$ cat src/hdl/fxalu_pkg.sv
`timescale 1ns / 1ps
// ----------------------------------------------------------------------------
// fxalu_pkg
// Shared types and operation codes for the fixed-point ALU.
// ----------------------------------------------------------------------------
package fxalu_pkg;

  typedef enum logic [3:0] {
    OP_ADD      = 4'd0,
    OP_SUB      = 4'd1,
    OP_MUL      = 4'd2,
    OP_DIV      = 4'd3,
    OP_MIN      = 4'd4,
    OP_MAX      = 4'd5,
    OP_INC      = 4'd6,
    OP_DEC      = 4'd7,
    OP_FROM_INT = 4'd8,
    OP_TO_INT   = 4'd9
  } op_t;

  typedef struct packed {
    logic [3:0]  mode;
    logic signed [31:0] operand_a;
    logic signed [31:0] operand_b;
  } req_t;

  typedef struct packed {
    logic signed [31:0] result;
    logic a_greater;
    logic a_less;
    logic a_equal;
    logic overflow;
    logic divide_by_zero;
  } rsp_t;

  // Classified request handed from the front to the back.
  typedef struct packed {
    logic [3:0]  mode;
    logic [31:0] a;
    logic [31:0] b;
    logic        neg;
    logic [31:0] mag_a;
    logic [31:0] mag_b;
    logic        gt;
    logic        lt;
    logic        eq;
  } cls_t;

endpackage

$ cat src/hdl/fxalu_front.sv
`timescale 1ns / 1ps
// ----------------------------------------------------------------------------
// fxalu_front
// Accepts requests, computes compare flags, signs and magnitudes.
// ----------------------------------------------------------------------------
module fxalu_front (
  input  logic               clk,
  input  logic               rst,
  input  logic               in_valid,
  output logic               in_ready,
  input  fxalu_pkg::req_t    in_req,
  output logic               out_valid,
  input  logic               out_ready,
  output fxalu_pkg::cls_t    out_cls
);
  logic valid;
  fxalu_pkg::cls_t cls;
  fxalu_pkg::cls_t cls_next;

  assign in_ready  = !valid || out_ready;
  assign out_valid = valid;
  assign out_cls   = cls;

  always_comb begin
    cls_next.mode  = in_req.mode;
    cls_next.a     = in_req.operand_a;
    cls_next.b     = in_req.operand_b;
    cls_next.neg   = in_req.operand_a[31] ^ in_req.operand_b[31];
    cls_next.mag_a = in_req.operand_a[31] ? 32'(-in_req.operand_a) : in_req.operand_a;
    cls_next.mag_b = in_req.operand_b[31] ? 32'(-in_req.operand_b) : in_req.operand_b;
    cls_next.gt    = in_req.operand_a > in_req.operand_b;
    cls_next.lt    = in_req.operand_a < in_req.operand_b;
    cls_next.eq    = in_req.operand_a == in_req.operand_b;
  end

  always_ff @(posedge clk) begin
    if (rst) begin
      valid <= 1'b0;
    end else if (in_ready) begin
      valid <= in_valid;
    end
    if (in_ready && in_valid) begin
      cls <= cls_next;
    end
  end
endmodule

$ cat config.mk
export PLATFORM = sky130hd
export DESIGN_NAME = fxalu_front
export DESIGN_NICKNAME = d
export VERILOG_FILES = /design/src/hdl/fxalu_pkg.sv /design/src/hdl/fxalu_front.sv
export SDC_FILE = /design/constraint.sdc
export NUM_CORES = 1
export LEC_CHECK = 0
export BUFFER_PORTS_ARGS = -buffer_cell sky130_fd_sc_hd__buf_4
export CAP_MARGIN = 20
export CORE_ASPECT_RATIO = 0.9
export CORE_UTILIZATION = 52
export CTS_BUF_LIST = sky130_fd_sc_hd__clkbuf_8
export DETAILED_ROUTE_END_ITERATION = 8
export GPL_TIMING_DRIVEN = 0
export PLACE_DENSITY = 0.82
export SYNTH_ARGS = -nofsm -noshare
export SYNTH_HDL_FRONTEND = slang
export SYNTH_SLANG_ARGS = --single-unit
$ cat constraint.sdc
create_clock -name clk -period 5.5 [get_ports clk]
set_input_delay 0 -clock clk [delete_from_list [all_inputs] [get_ports clk]]
set_output_delay 0 -clock clk [all_outputs]
set_load 0.02 [all_outputs]
==> flow_summary.json <==
{
  "initial_utilization_pct": 53.5,
  "setup_total_negative_slack_ns": 0,
  "die_area_mm2": 0.0122,
  "finalSetupViolCount": 0,
  "async_reset_ff_share_pct": 0,
  "global_routing_met3_resource_utilization_pct": 8.70,
  "via_per_inst": 5.31,
  "yosys_register_bits": 135,
  "post_synth_instance_area_mm2": 0.00614,
  "yosysSeqAreaShare_pct": 65.9,
  "sequential_cell_area_mm2": 0.00404,
  "detailedRoute.firstPassIterationCount": 5,
  "finalHoldWorstSlack_ns": 0.271,
  "hold_end": "out_cls[99]",
  "status": "complete, no violations",
  "setup.worst_path.class": "in -> reg",
  "die_x_um": 117,
  "clock_sinks": 135,
  "finClkSkew_ns": 0.00751,
  "place_congestion": 0.860,
  "period_share_pct": 57.7,
  "cts-root-buf": "clkbuf_8",
  "clk_pin_slew_worst_paths_ns": 0.08,
  "synth_commonest_cells": "134 x edfxtp_1, 58 x xnor2_1, 38 x inv_1, 34 x ha_1, 31 x nand2_1",
  "hold_viol": 0,
  "slew_headroom_pct": 42.1,
  "power.total_mw": 2.50,
  "cpLargestDelayFamily": "simple AND/OR/NAND/NOR gates",
  "critical_path.max_fanout": 10,
  "yosys-top-cells-area": "edfxtp_1 66%, xnor2_1 8.3%, ha_1 6.9%",
  "core_area_mm2": 0.0115,
  "synth_area_per_cell_um2": 14.0,
  "cpPeakStageDelay_ns": 0.61,
  "port-buffer-count": 209,
  "diodes": 0,
  "yosys_warnings": 0,
  "clockPowerShare_pct": 31.2,
  "setup.worst_path.start_class": "input pin",
  "synthCells": 437,
  "fillerInstances": 688,
  "max_slew_violation_total_from_the_final_report": 0,
  "drive_above_1_share_pct": 33.4,
  "post-route-util_pct": 78.5,
  "cell_internal_power_dissipation_mw": 1.83,
  "syn-num-nets": 543,
  "power.share.switching_pct": 26.8,
  "routed_wire_length_per_instance_um": 18.5,
  "rsz0062_at_grt": "false",
  "final_net_count": 842,
  "dpl.hpwl_um": 11300,
  "hp-start": "in_req[31]",
  "grt_pass1_vias": 4924,
  "dieHeight_um": 105,
  "cts_made_buffers": 17,
  "global_router_s_overall_resource_usage_pct": 27.9,
  "min_path_cells": 2,
  "power_frac_comb_pct": 19.1,
  "cts.path.max_buffers": 2,
  "vias": 4802,
  "worst-endpoint-required_ns": 5.68,
  "tightestPinTransition_ns": 0.861,
  "achievable-frequency_mhz": 315,
  "gr-usage-met1_pct": 31.0,
  "worstSkewPairLatency_ns": 0.46,
  "totalWireLength_um": 16700,
  "post-cts-setup-buffers": 0,
  "iteration_0_drc_markers": 292,
  "reg2reg_depth": 3,
  "max-cap-violations": 0,
  "cts_htree_levels": 4,
  "io-pin-count": 210,
  "signed_area_change_from_the_synthesized_netlist_to_the_final_layout_pct": 46.7,
  "p_per_area_mw_per_mm2": 278,
  "pin_count_of_the_biggest_net_entering_global_routing": 75,
  "crit_chain": "dlygate4sd3_1 -> buf_4 -> clkbuf_1 -> inv_1 -> ha_1 -> and4_1 -> nand4_1 -> or4_1 -> nand2b_1 -> nor3_1 -> a21oi_1",
  "yosysUniqueCellTypes": 36,
  "regToRegEndpoint": "out_cls[50]",
  "grt.busiest_layer": "met2",
  "min_period_ns": 3.18,
  "met2_usage_pct": 49.6,
  "worst_hold_path_type": "in -> reg",
  "synth_most_common_cell": "edfxtp_1",
  "worstPathBufferInverterCount": 4,
  "endpoint_kind": "flip-flop",
  "multi_input_area_mm2": 0.00191,
  "postSynth.topFlopCell": "edfxtp_1",
  "synthDominantAreaCellType": "edfxtp_1",
  "worst_ep_arrival_time_ns": 3.36,
  "grt_first_pass_wirelength_um": 24900,
  "power.net_switching_uw": 672,
  "pwr-share-seq_pct": 49.7,
  "yosys.area.top_type_share_pct": 65.5,
  "leakagePower_nw": 3.68,
  "antenna_violating_nets_post_route": 0,
  "reg2reg_slack_ns": 3.57,
  "overflow": 0,
  "cpMaxStageDelayCell": "or4_1",
  "post-route-drc-count": 0,
  "rows": 37,
  "tritoncts": "built",
  "synth-edff-count": 134,
  "antenna_violations_before_repair": 0,
  "worst_ir_drop_vdd_v": 0.000218,
  "timing.rr.start": "out_valid"
}
==> placed cells by master, fill, tap and decap left out, types with 3 or more instances in the layout <==
master,synthesis,layout
a221oi_1,3,3
o31ai_1,16,16
or4_4,3,3
clkinv_1,0,3
a31oi_1,3,3
dlygate4sd3_1,0,70
nand3_1,7,7
a21o_1,4,4
buf_4,2,211
clkinv_4,0,3
clkinv_2,0,3
clkinvlp_4,0,3
nor4_1,8,8
clkbuf_1,7,7
or4_1,6,6
inv_1,38,39
nand2_1,31,31
o21ai_0,23,23
ha_1,34,34
or3_1,3,3
clkbuf_8,0,17
nand4_1,4,4
nor3_1,4,4
nand2b_1,7,7
edfxtp_1,134,134
xnor2_1,58,58
a21oi_1,11,11
nor2_1,6,6
o21ai_1,4,4
o41ai_1,5,5
or3_4,3,3
==> through the flow <==
stage	cell area (µm²)	std cells	setup slack, ns
6_report	9010	905	2.32
5_1_grt	9010	905	2.19
4_1_cts	9010	905	2.41
3_5_place_dp	7930	803	2.49
3_3_place_gp	7900	802	0.488
2_1_floorplan	6140	437	1.26
==> sequential cells by signal, indices dropped and copies added, names as in the netlist <==
name and flops:
out_valid 1, out_cls 134
==> power groups by stage <==
stage / registers (mW) / logic, mW / clock network, mW
3_5_place_dp: 1.27 / 0.433 / 0
2_1_floorplan: 1.36 / 0.127 / 0
6_report: 1.24 / 0.477 / 0.782
4_1_cts: 1.24 / 0.474 / 0.790
3_3_place_gp: 1.27 / 0.417 / 0
5_1_grt: 1.25 / 0.510 / 0.832
==> kinds of logic (layout without fill, tap and decap cells) <==
family                   count (synthesis)  after routing  synth area share [%]
adder cells (fa/ha/maj)                 34             34                  6.93
AO/OA/AOI/OAI                           72             72                  7.62
buffers and inverters                   47            359                  3.00
AND/OR/NAND/NOR                         91             91                  8.31
flip-flops                             135            135                  65.9
XOR/XNOR                                58             58                  8.27
==> per-layer routing <==
metal  wire [µm]  part of all wire, %
met3        1520                  9.1
met2        8780                   53
met4         238                  1.4
met1        6190                   37
met5           0                    0
==> how the worst max path moves through the flow <==
stage,cells after the start,slack (ns),endpoint,from
2_1_floorplan,2,1.26,out_cls[0],out_valid
5_1_grt,11,2.19,out_cls[2],in_req[31]
3_3_place_gp,2,0.49,out_cls[124],out_valid
6_report,11,2.32,out_cls[2],in_req[31]
4_1_cts,11,2.41,out_cls[2],in_req[31]
3_5_place_dp,10,2.49,out_cls[2],in_req[31]
==> layout make-up <==
cell class	instances	share of cell area, %
clock inverters	15	1.54
clock buffers	17	2.60
repair buffers	280	25.5
plain buffers	9	0.458
multi-input cells	255	21.3
inverters	38	1.58
flip-flops and latches	135	44.9
well taps	156	2.17
==> repair_timing <==
action	CTS	global route
hold buffers	70	0
gates resized for setup	0	0
endpoints found under the hold margin	130	0
setup endpoints to repair	0	0
No activity file was read; power rests on OpenSTA's default activity.
