File: src/hdl/fxalu_fifo.sv
`timescale 1ns / 1ps
// ----------------------------------------------------------------------------
// fxalu_fifo
// Short queue between front and back.
// ----------------------------------------------------------------------------
module fxalu_fifo #(
  parameter int WIDTH = 8,
  parameter int DEPTH = 4
) (
  input  logic             clk,
  input  logic             rst,
  input  logic             in_valid,
  output logic             in_ready,
  input  logic [WIDTH-1:0] in_data,
  output logic             out_valid,
  input  logic             out_ready,
  output logic [WIDTH-1:0] out_data
);
  localparam int AW = (DEPTH > 1) ? $clog2(DEPTH) : 1;
  logic [WIDTH-1:0] mem [DEPTH];
  logic [AW-1:0] wr_ptr;
  logic [AW-1:0] rd_ptr;
  logic [AW:0]   count;
  logic push;
  logic pop;

  assign in_ready  = count != (AW+1)'(DEPTH);
  assign out_valid = count != '0;
  assign out_data  = mem[rd_ptr];
  assign push = in_valid && in_ready;
  assign pop  = out_valid && out_ready;

  always_ff @(posedge clk) begin
    if (rst) begin
      wr_ptr <= '0;
      rd_ptr <= '0;
      count  <= '0;
    end else begin
      if (push) begin
        wr_ptr <= (wr_ptr == AW'(DEPTH-1)) ? '0 : wr_ptr + 1'b1;
      end
      if (pop) begin
        rd_ptr <= (rd_ptr == AW'(DEPTH-1)) ? '0 : rd_ptr + 1'b1;
      end
      count <= count + (AW+1)'(push) - (AW+1)'(pop);
    end
    if (push) begin
      mem[wr_ptr] <= in_data;
    end
  end
endmodule

File: config.mk
export PLATFORM = sky130hd
export DESIGN_NAME = fxalu_fifo
export DESIGN_NICKNAME = d
export VERILOG_FILES = /design/src/hdl/fxalu_fifo.sv
export SDC_FILE = /design/constraint.sdc
export NUM_CORES = 1
export LEC_CHECK = 0
export BUFFER_PORTS_ARGS = -buffer_cell sky130_fd_sc_hd__buf_2
export CAP_MARGIN = 30
export CORE_UTILIZATION = 30
export DETAILED_ROUTE_END_ITERATION = 8
export GPL_ROUTABILITY_DRIVEN = 0
export PLACE_DENSITY = 0.45
export SYNTH_ARGS = -nofsm -noshare
export SYNTH_HDL_FRONTEND = slang
export SYNTH_SLANG_ARGS = --single-unit
File: constraint.sdc
create_clock -name clk -period 2.55 [get_ports clk]
set_input_delay 0.255 -clock clk [delete_from_list [all_inputs] [get_ports clk]]
set_output_delay 0.255 -clock clk [all_outputs]
set_load 0.01 [all_outputs]
==> summary by stage, run 1 <==
Run status
The flow ran to the end, and the final reports show no timing, DRC or antenna violations.

Detailed routing
The routed via count divided by cell count is 4.47. The number of remaining DRC errors is 0. The total wirelength of the detailed-routed design is 2720 um. After the first detailed-routing iteration, the DRC count stood at 55. The number of vias in the routed layout is 836. The first detailed-routing pass took 4 iterations. Once detail routing completed, the nets flagged for antenna violations numbered 0. The routed wire length per instance is 14.6 um.

Pwr
The power per standard cell area is 1000 mW/mm2. IR analysis of the VDD net gives a maximum drop of 0.294 mV. The leakage power is 0.000724 uW. The completed layout was analyzed and its total power is 1950 uW.

Cells and area
Leaving out fill and tap cells, the most frequent cells in the layout are sky130_fd_sc_hd__edfxtp_1 (32), sky130_fd_sc_hd__buf_2 (21), sky130_fd_sc_hd__dfxtp_1 (9). Cells with a size suffix above 1 make up 37.6% of the layout. The commonest non-fill, non-tap cell in the layout is sky130_fd_sc_hd__edfxtp_1. The number of inserted diodes is 0. The synthesis-to-finish area growth is 19.2%. The count of filler cells inserted in the layout is 488. At the end of the flow, the number of nets in the layout was 136.

Worst setup path
The gate family responsible for the most delay along the worst path is simple AND/OR/NAND/NOR gates. The kind of launch point of the worst setup path is a register. The critical path goes through or3b_1 -> nand2_1 -> ha_1 -> inv_1 -> ha_1 -> inv_1 -> fa_1 -> xor2_1 -> and2_2 -> nor3_1. The critical path in this run is classified as reg2reg. The kind of end point of the critical path is a register.

On the critical path, the stage with the largest delay is an instance of sky130_fd_sc_hd__or3b_1. For the worst setup path, the data required time is 2.77 ns. Data on the critical path arrives at its endpoint at 2.61 ns. Of all nets on the critical path, the largest fanout is 8. Counting both buffers and inverters, the worst setup path holds a total of 2.

The largest incremental delay on the critical path is 0.48 ns.

Synthesis
The mapped netlist covers 0.00163 mm2. For this run, asynchronously set or reset flops after synthesis account for 0%. Synthesis inferred 41 register bits. The cell type contributing the most total cell area after synthesis is sky130_fd_sc_hd__edfxtp_1. In the synthesized netlist the dominant register cell turns out to be sky130_fd_sc_hd__edfxtp_1. After technology mapping, the gate count stands at 91.

Sequential elements use 69.9% of the synthesized area. In the post-synthesis netlist, the biggest area contributors are sky130_fd_sc_hd__edfxtp_1 (59%), sky130_fd_sc_hd__dfxtp_1 (11%), sky130_fd_sc_hd__mux4_2 (11%). The Yosys step of the flow raised 0 warnings. Yosys mapped a number of flops with a built-in enable equal to 32. The average size of a mapped cell is 17.9 um2. Synthesis produced a netlist with a net count of 111.

The area share of the largest cell type after synthesis is 58.9%. In this run, distinct cell masters in the synthesized netlist total 26.

Clock tree
The number of gates given a new drive strength after cts is 0. The TritonCTS clock tree is yes. The hold-fix buffer count after cts is 0.

The total CTS buffers is 5. In this run the deepest clock path goes through 2 buffers. The number of levels in the clock H-tree is 2.

The clock drives 41 sinks. The clock root buffer is sky130_fd_sc_hd__clkbuf_8. The clock input transition at the sequential cells of the worst setup and hold paths is 0.08 ns.

The later pin in the worst-skew pair is clocked with a latency of 0.29 ns. The number of buffers added for setup after CTS is 0.

STA
Based on the critical path, the design can be clocked at up to 418 MHz. The worst relative slew slack is 59.4%. Setup repair after global routing left no endpoint under its margin.

Setup violations remaining at the end of the flow were counted as 0. The count of final max-slew check failures is 0. Dividing the final minimum period by the clock period gives 93.9%. At the pin with the least slew margin, the transition time is 0.608 ns. The hold violation count in the final report is 0.

The setup TNS is 0 ns. The shortest clock period the worst path allows after layout is 2.39 ns. The worst setup skew after layout is 0.00412 ns.

Floorplan
The width of the die is 75.8 um. The die covers 0.00574 mm2. The effective utilization at floorplan is 31.6%. The number of top-level pins is 22. The placement row count is 26.

The core region is 0.00517 mm2. The die is 75.8 um tall.

Worst hold path
The classification of the worst-slack hold path is in2reg.

Global route
The maximum number of pins on one net before global-route repair is 15. The number of global-route vias before repair came to 803. The remaining global-route overflow is 0. The number of antenna violations at the first check in global routing is 0. The first-pass GRT wire length is 4060 um.

The all-layer global routing usage is 10.6%.

Placement
Port buffering added 21 buffers. The HPWL after detailed placement is 1870 um.

Run
The total of max-cap violations is 0.
-- layout make-up --
cell class              count  area (um2)  share of cell area (%)
flip-flops and latches     41        1140                    58.6
clock buffers               5        68.8                    3.53
multi-input cells          41         449                    23.1
well taps                  70        87.6                    4.50
repair buffers             22         113                    5.78
inverters                   5        18.8                   0.964
clock inverters             3        68.8                    3.53
-- routing by layer --
layer	vias up	GRT usage (%)	share of wire, %
met5	-	0	0
met4	0	6.79	1.4
li1	395	-	-
met3	4	3.17	4.5
met2	18	17.7	52
met1	419	11.9	42
-- power by group --
group	switching (uW)	internal (uW)	total [uW]
Clock	230	394	625
Combinational	200	222	422
Sequential	79.2	824	904
Total	510	1440	1950
-- cells in the mapped netlist (all sizes together), types with 2 or more instances --
| master | number |
|---|---|
| a211o | 2 |
| or3 | 3 |
| nand2 | 2 |
| mux4 | 8 |
| inv | 5 |
| and3 | 4 |
| ha | 7 |
| nor2 | 3 |
| edfxtp | 32 |
| buf | 3 |
| o21ai | 2 |
| dfxtp | 9 |
-- sequential cells by signal (all words and copies together) (netlist names), named ones only --
name / flops
count: 3
rd_ptr: 2
mem: 32
wr_ptr: 2
-- worst paths after layout --
path | startpoint | end | slack (ns) | depth (start not counted)
max | count[2] | count[2] | 0.16 | 10
min | in_data[7] | mem[2][7] | 0.18 | 1
max reg2reg | count[2] | count[2] | 0.16 | 10
min reg2reg | rd_ptr[0] | register | 0.52 | 2
-- cell families (layout without fill, tap and decap cells) --
family | count (synthesis) | count (layout) | synth area share (%)
XOR/XNOR | 1 | 1 | 0.536
buffers and inverters | 9 | 35 | 2.60
AO/OA/AOI/OAI | 6 | 6 | 2.45
adder cells (fa/ha/maj) | 8 | 8 | 6.59
multiplexers | 9 | 9 | 11.6
AND/OR/NAND/NOR | 17 | 17 | 6.28
flip-flops | 41 | 41 | 69.9
-- per-stage QoR --
step / hold slack, ns / util [%] / setup slack (ns) / cell area (um2) / std cells
2_1_floorplan: 0.354 / - / 0.291 / 1630 / 91
3_3_place_gp: 0.466 / 35.0 / 0.253 / 1810 / 179
3_5_place_dp: 0.481 / 35.0 / 0.181 / 1810 / 179
4_1_cts: 0.167 / 37.6 / 0.148 / 1950 / 187
5_1_grt: 0.161 / 37.6 / 0.0383 / 1950 / 187
6_report: 0.175 / 37.6 / 0.156 / 1950 / 187
Note: power is estimated with default switching activity, not from simulation.
==> inputs of run 2 (changes only) <==
- CTS_BUF_LIST: unset -> sky130_fd_sc_hd__clkbuf_8
- SETUP_SLACK_MARGIN: unset -> 0.15
==> run 2 against run 1 <==
- combinational power increased by 2%
- critical path depth is the same
- total power up 0.56%
- sequential power is essentially flat
- utilization up 0.15 points
- sequential cell count is the same
- largest cell class unchanged
- fmax rose by 5.5%
- non-clock buffer count is the same
==> summary by stage, run 2 (same netlist as run 1, synthesis figures left out) <==
Global route
The remaining global-route overflow is 0 (unchanged). The all-layer global routing usage is 10.7% (+0.056 points). The number of global-route vias before repair was 809 (+0.75%). The first-pass GRT wire length came to 4080 um (+0.49%). The number of antenna violations at the first check in global routing is 0 (unchanged). The maximum number of pins on one net before global-route repair is 15 (unchanged).

Clock tree
The number of levels in the clock H-tree is 2 (unchanged). The hold-fix buffer count after cts is 0 (unchanged). The clock latency on the worst-skew pair is 0.29 ns (about the same). Clock tree synthesis selected as its root buffer the cell sky130_fd_sc_hd__clkbuf_8. The number of buffers added for setup after CTS is 0 (unchanged).

The number of buffers on the longest clock path is 2 (unchanged). TritonCTS built the clock tree. The clock input transition at the sequential cells of the worst setup and hold paths came to 0.08 ns (about the same). The total CTS buffers is 5 (unchanged). The number of sinks driven by the clock tree is 41 (unchanged).

Run status
The run finished with clean final reports.

Floorplan
The placement row count was 26 (unchanged). The area of the die is 0.00574 mm2 (unchanged). The effective utilization at floorplan is 31.6% (unchanged).

The total core area is 0.00517 mm2 (unchanged). The chip height is 75.8 um (unchanged). The width of the die is 75.8 um (unchanged). The number of top-level pins is 22 (unchanged).

STA
The count of final max-slew check failures was 0 (unchanged). The measured slew at the worst slew-check pin is 0.608 ns (unchanged). The maximum achievable frequency is 440 MHz (+5.5%). The final worst hold slack is 0.175 ns (unchanged). The post-layout worst setup margin is 0.280 ns (+0.124 ns). The setup violation total in the final timing report was 0 (unchanged).

Setup repair after global routing left no endpoint under its margin. The setup TNS is 0 ns (unchanged). The hold violation count in the final report was 0 (unchanged).

The worst setup skew after layout is 0.00424 ns (+0.000111 ns). The final clock period utilization by the worst path is 89.0% (-4.9 points). The worst relative slew slack is 59.4% (unchanged). The shortest clock period the worst path allows after layout came to 2.27 ns (-0.124 ns).

Placement
The post-place setup slack was 0.181 ns (unchanged). The number of port buffers came to 21 (unchanged). The final HPWL from detailed placement was 1870 um (unchanged).

Pwr
The net load switching power is 512 uW (+0.49%). The leakage power is 0.000727 uW (+0.33%). The fraction of power consumed by combinational cells is 21.9% (+0.3 points). The total design power is 1960 uW (+0.56%). The part of the total power dissipated in the clock network is 31.8% (-0.2 points). The relative contribution of sequential cells to total power is 46.3% (about the same).

The worst vdd rail ir drop is 0.294 mV (unchanged). The power per standard cell area is 1000 mW/mm2 (+0.17%). The switching power as a share of total power was 26.1% (about the same). The internal power is 1450 uW (+0.58%).

Worst setup path
The startpoint of the most critical register-to-register path is count[1]. The data arrival time of the critical path was 2.48 ns (-0.13 ns). The maximum fanout count along the critical path is 8 (unchanged).

The startpoint of the worst setup timing path is count[1]. The internal reg-to-reg setup slack was 0.28 ns (+0.12 ns). The kind of launch point of the worst setup path is a register.

The required time of the critical path is 2.76 ns (about the same). By startpoint and endpoint, the worst setup path is classified as reg2reg. STA classifies the critical path endpoint as a register.

Detailed routing
The first-pass iteration count of the detailed router came to 4 (unchanged). The total wirelength of the detailed-routed design is 2730 um (+0.15%). The number of vias in the routed layout is 838 (+0.24%).

The post-detailed-route count of antenna-violating nets is 0 (unchanged). The detailed router's first-iteration violation count is 64 (+16%). The routed via count divided by cell count is 4.48 (+0.24%). The number of remaining DRC errors is 0 (unchanged). The routed wire length per instance is 14.6 um (+0.15%).

Cells and area
The fraction of layout instances using a drive strength above 1 was 41.0% (+3.4 points). The multi-input combinational cell area is 454 um2 (+1.1%). In the final layout, the registers with the most flip-flops are mem (32), count (3).

The register bank with the most flops is mem. The count of nets after finishing is 136 (unchanged). Leaving out fill and tap cells, the most frequent cell in the layout is sky130_fd_sc_hd__edfxtp_1. Leaving out fill and tap cells, the most frequent cells in the layout are sky130_fd_sc_hd__edfxtp_1 (32), sky130_fd_sc_hd__buf_2 (21), sky130_fd_sc_hd__mux4_2 (8). The footprint of the flip-flops and latches is 0.00114 mm2 (+0.22%).

The number of inserted diodes is 0 (unchanged). From synthesis to final layout, the design area changed by 19.7%. The count of filler cells inserted in the layout was 488 (unchanged). The flip-flop count of the largest register, all copies and words added came to 32 (unchanged).

Run
The total of max-cap violations was 0 (unchanged).

Worst hold path
The path class of the tightest hold or removal check is in2reg. The worst hold path begins at in_data[7].
==> run 2: routing by layer <==
metal	up-vias	GRT usage, %	wire length [um]
met2	18	17.9	1410
li1	395	-	-
met3	4	3.17	123
met1	421	11.9	1150
met5	-	0	0
met4	0	6.79	39
==> run 2: per-stage QoR <==
step	util, %	cell area (um2)	std cells
floorplan	-	1630	91
global placement	35.0	1810	179
detailed placement	35.0	1810	179
CTS	37.7	1950	187
global route	37.8	1950	187
finish	37.8	1950	187
==> run 2: what timing repair did <==
item / 4_1_cts / 5_1_grt
pin swaps: 0 / 0
hold endpoints to repair: 0 / 0
setup endpoints to repair: 1 / 1
gates resized for setup: 1 / 3
==> run 2: path summary, 6_finish.rpt <==
| kind | endpoint | cells after the start |
|---|---|---|
| hold reg to reg | register | 2 |
| hold / removal | mem[2][7] | 1 |
| setup / recovery | count[2] | 10 |
| setup reg to reg | count[2] | 10 |
==> run 2: power by group through the flow <==
stage | combinational [uW] | clock, uW | sequential, uW
3_3_place_gp | 423 | 0 | 916
5_1_grt | 482 | 665 | 925
4_1_cts | 438 | 638 | 910
2_1_floorplan | 335 | 0 | 871
6_report | 429 | 624 | 907
3_5_place_dp | 431 | 0 | 924
==> run 2: layout make-up <==
cell class	instances	area share (%)
Clock inverter	3	3.52
Sequential cell	41	58.5
Multi-Input combinational cell	41	23.2
Tap cell	70	4.48
Clock buffer	5	3.52
Inverter	5	0.960
Timing Repair Buffer	22	5.76
==> run 2: critical path: stages (launching register included) <==
cell                      delay (ns)
sky130_fd_sc_hd__dfxtp_2        0.35
sky130_fd_sc_hd__or3b_4         0.44
sky130_fd_sc_hd__nand2_2        0.10
sky130_fd_sc_hd__ha_1           0.22
sky130_fd_sc_hd__inv_1          0.05
sky130_fd_sc_hd__ha_1           0.13
sky130_fd_sc_hd__inv_1          0.05
sky130_fd_sc_hd__fa_1           0.37
sky130_fd_sc_hd__xor2_1         0.16
sky130_fd_sc_hd__and2_2         0.20
sky130_fd_sc_hd__nor3_1         0.12
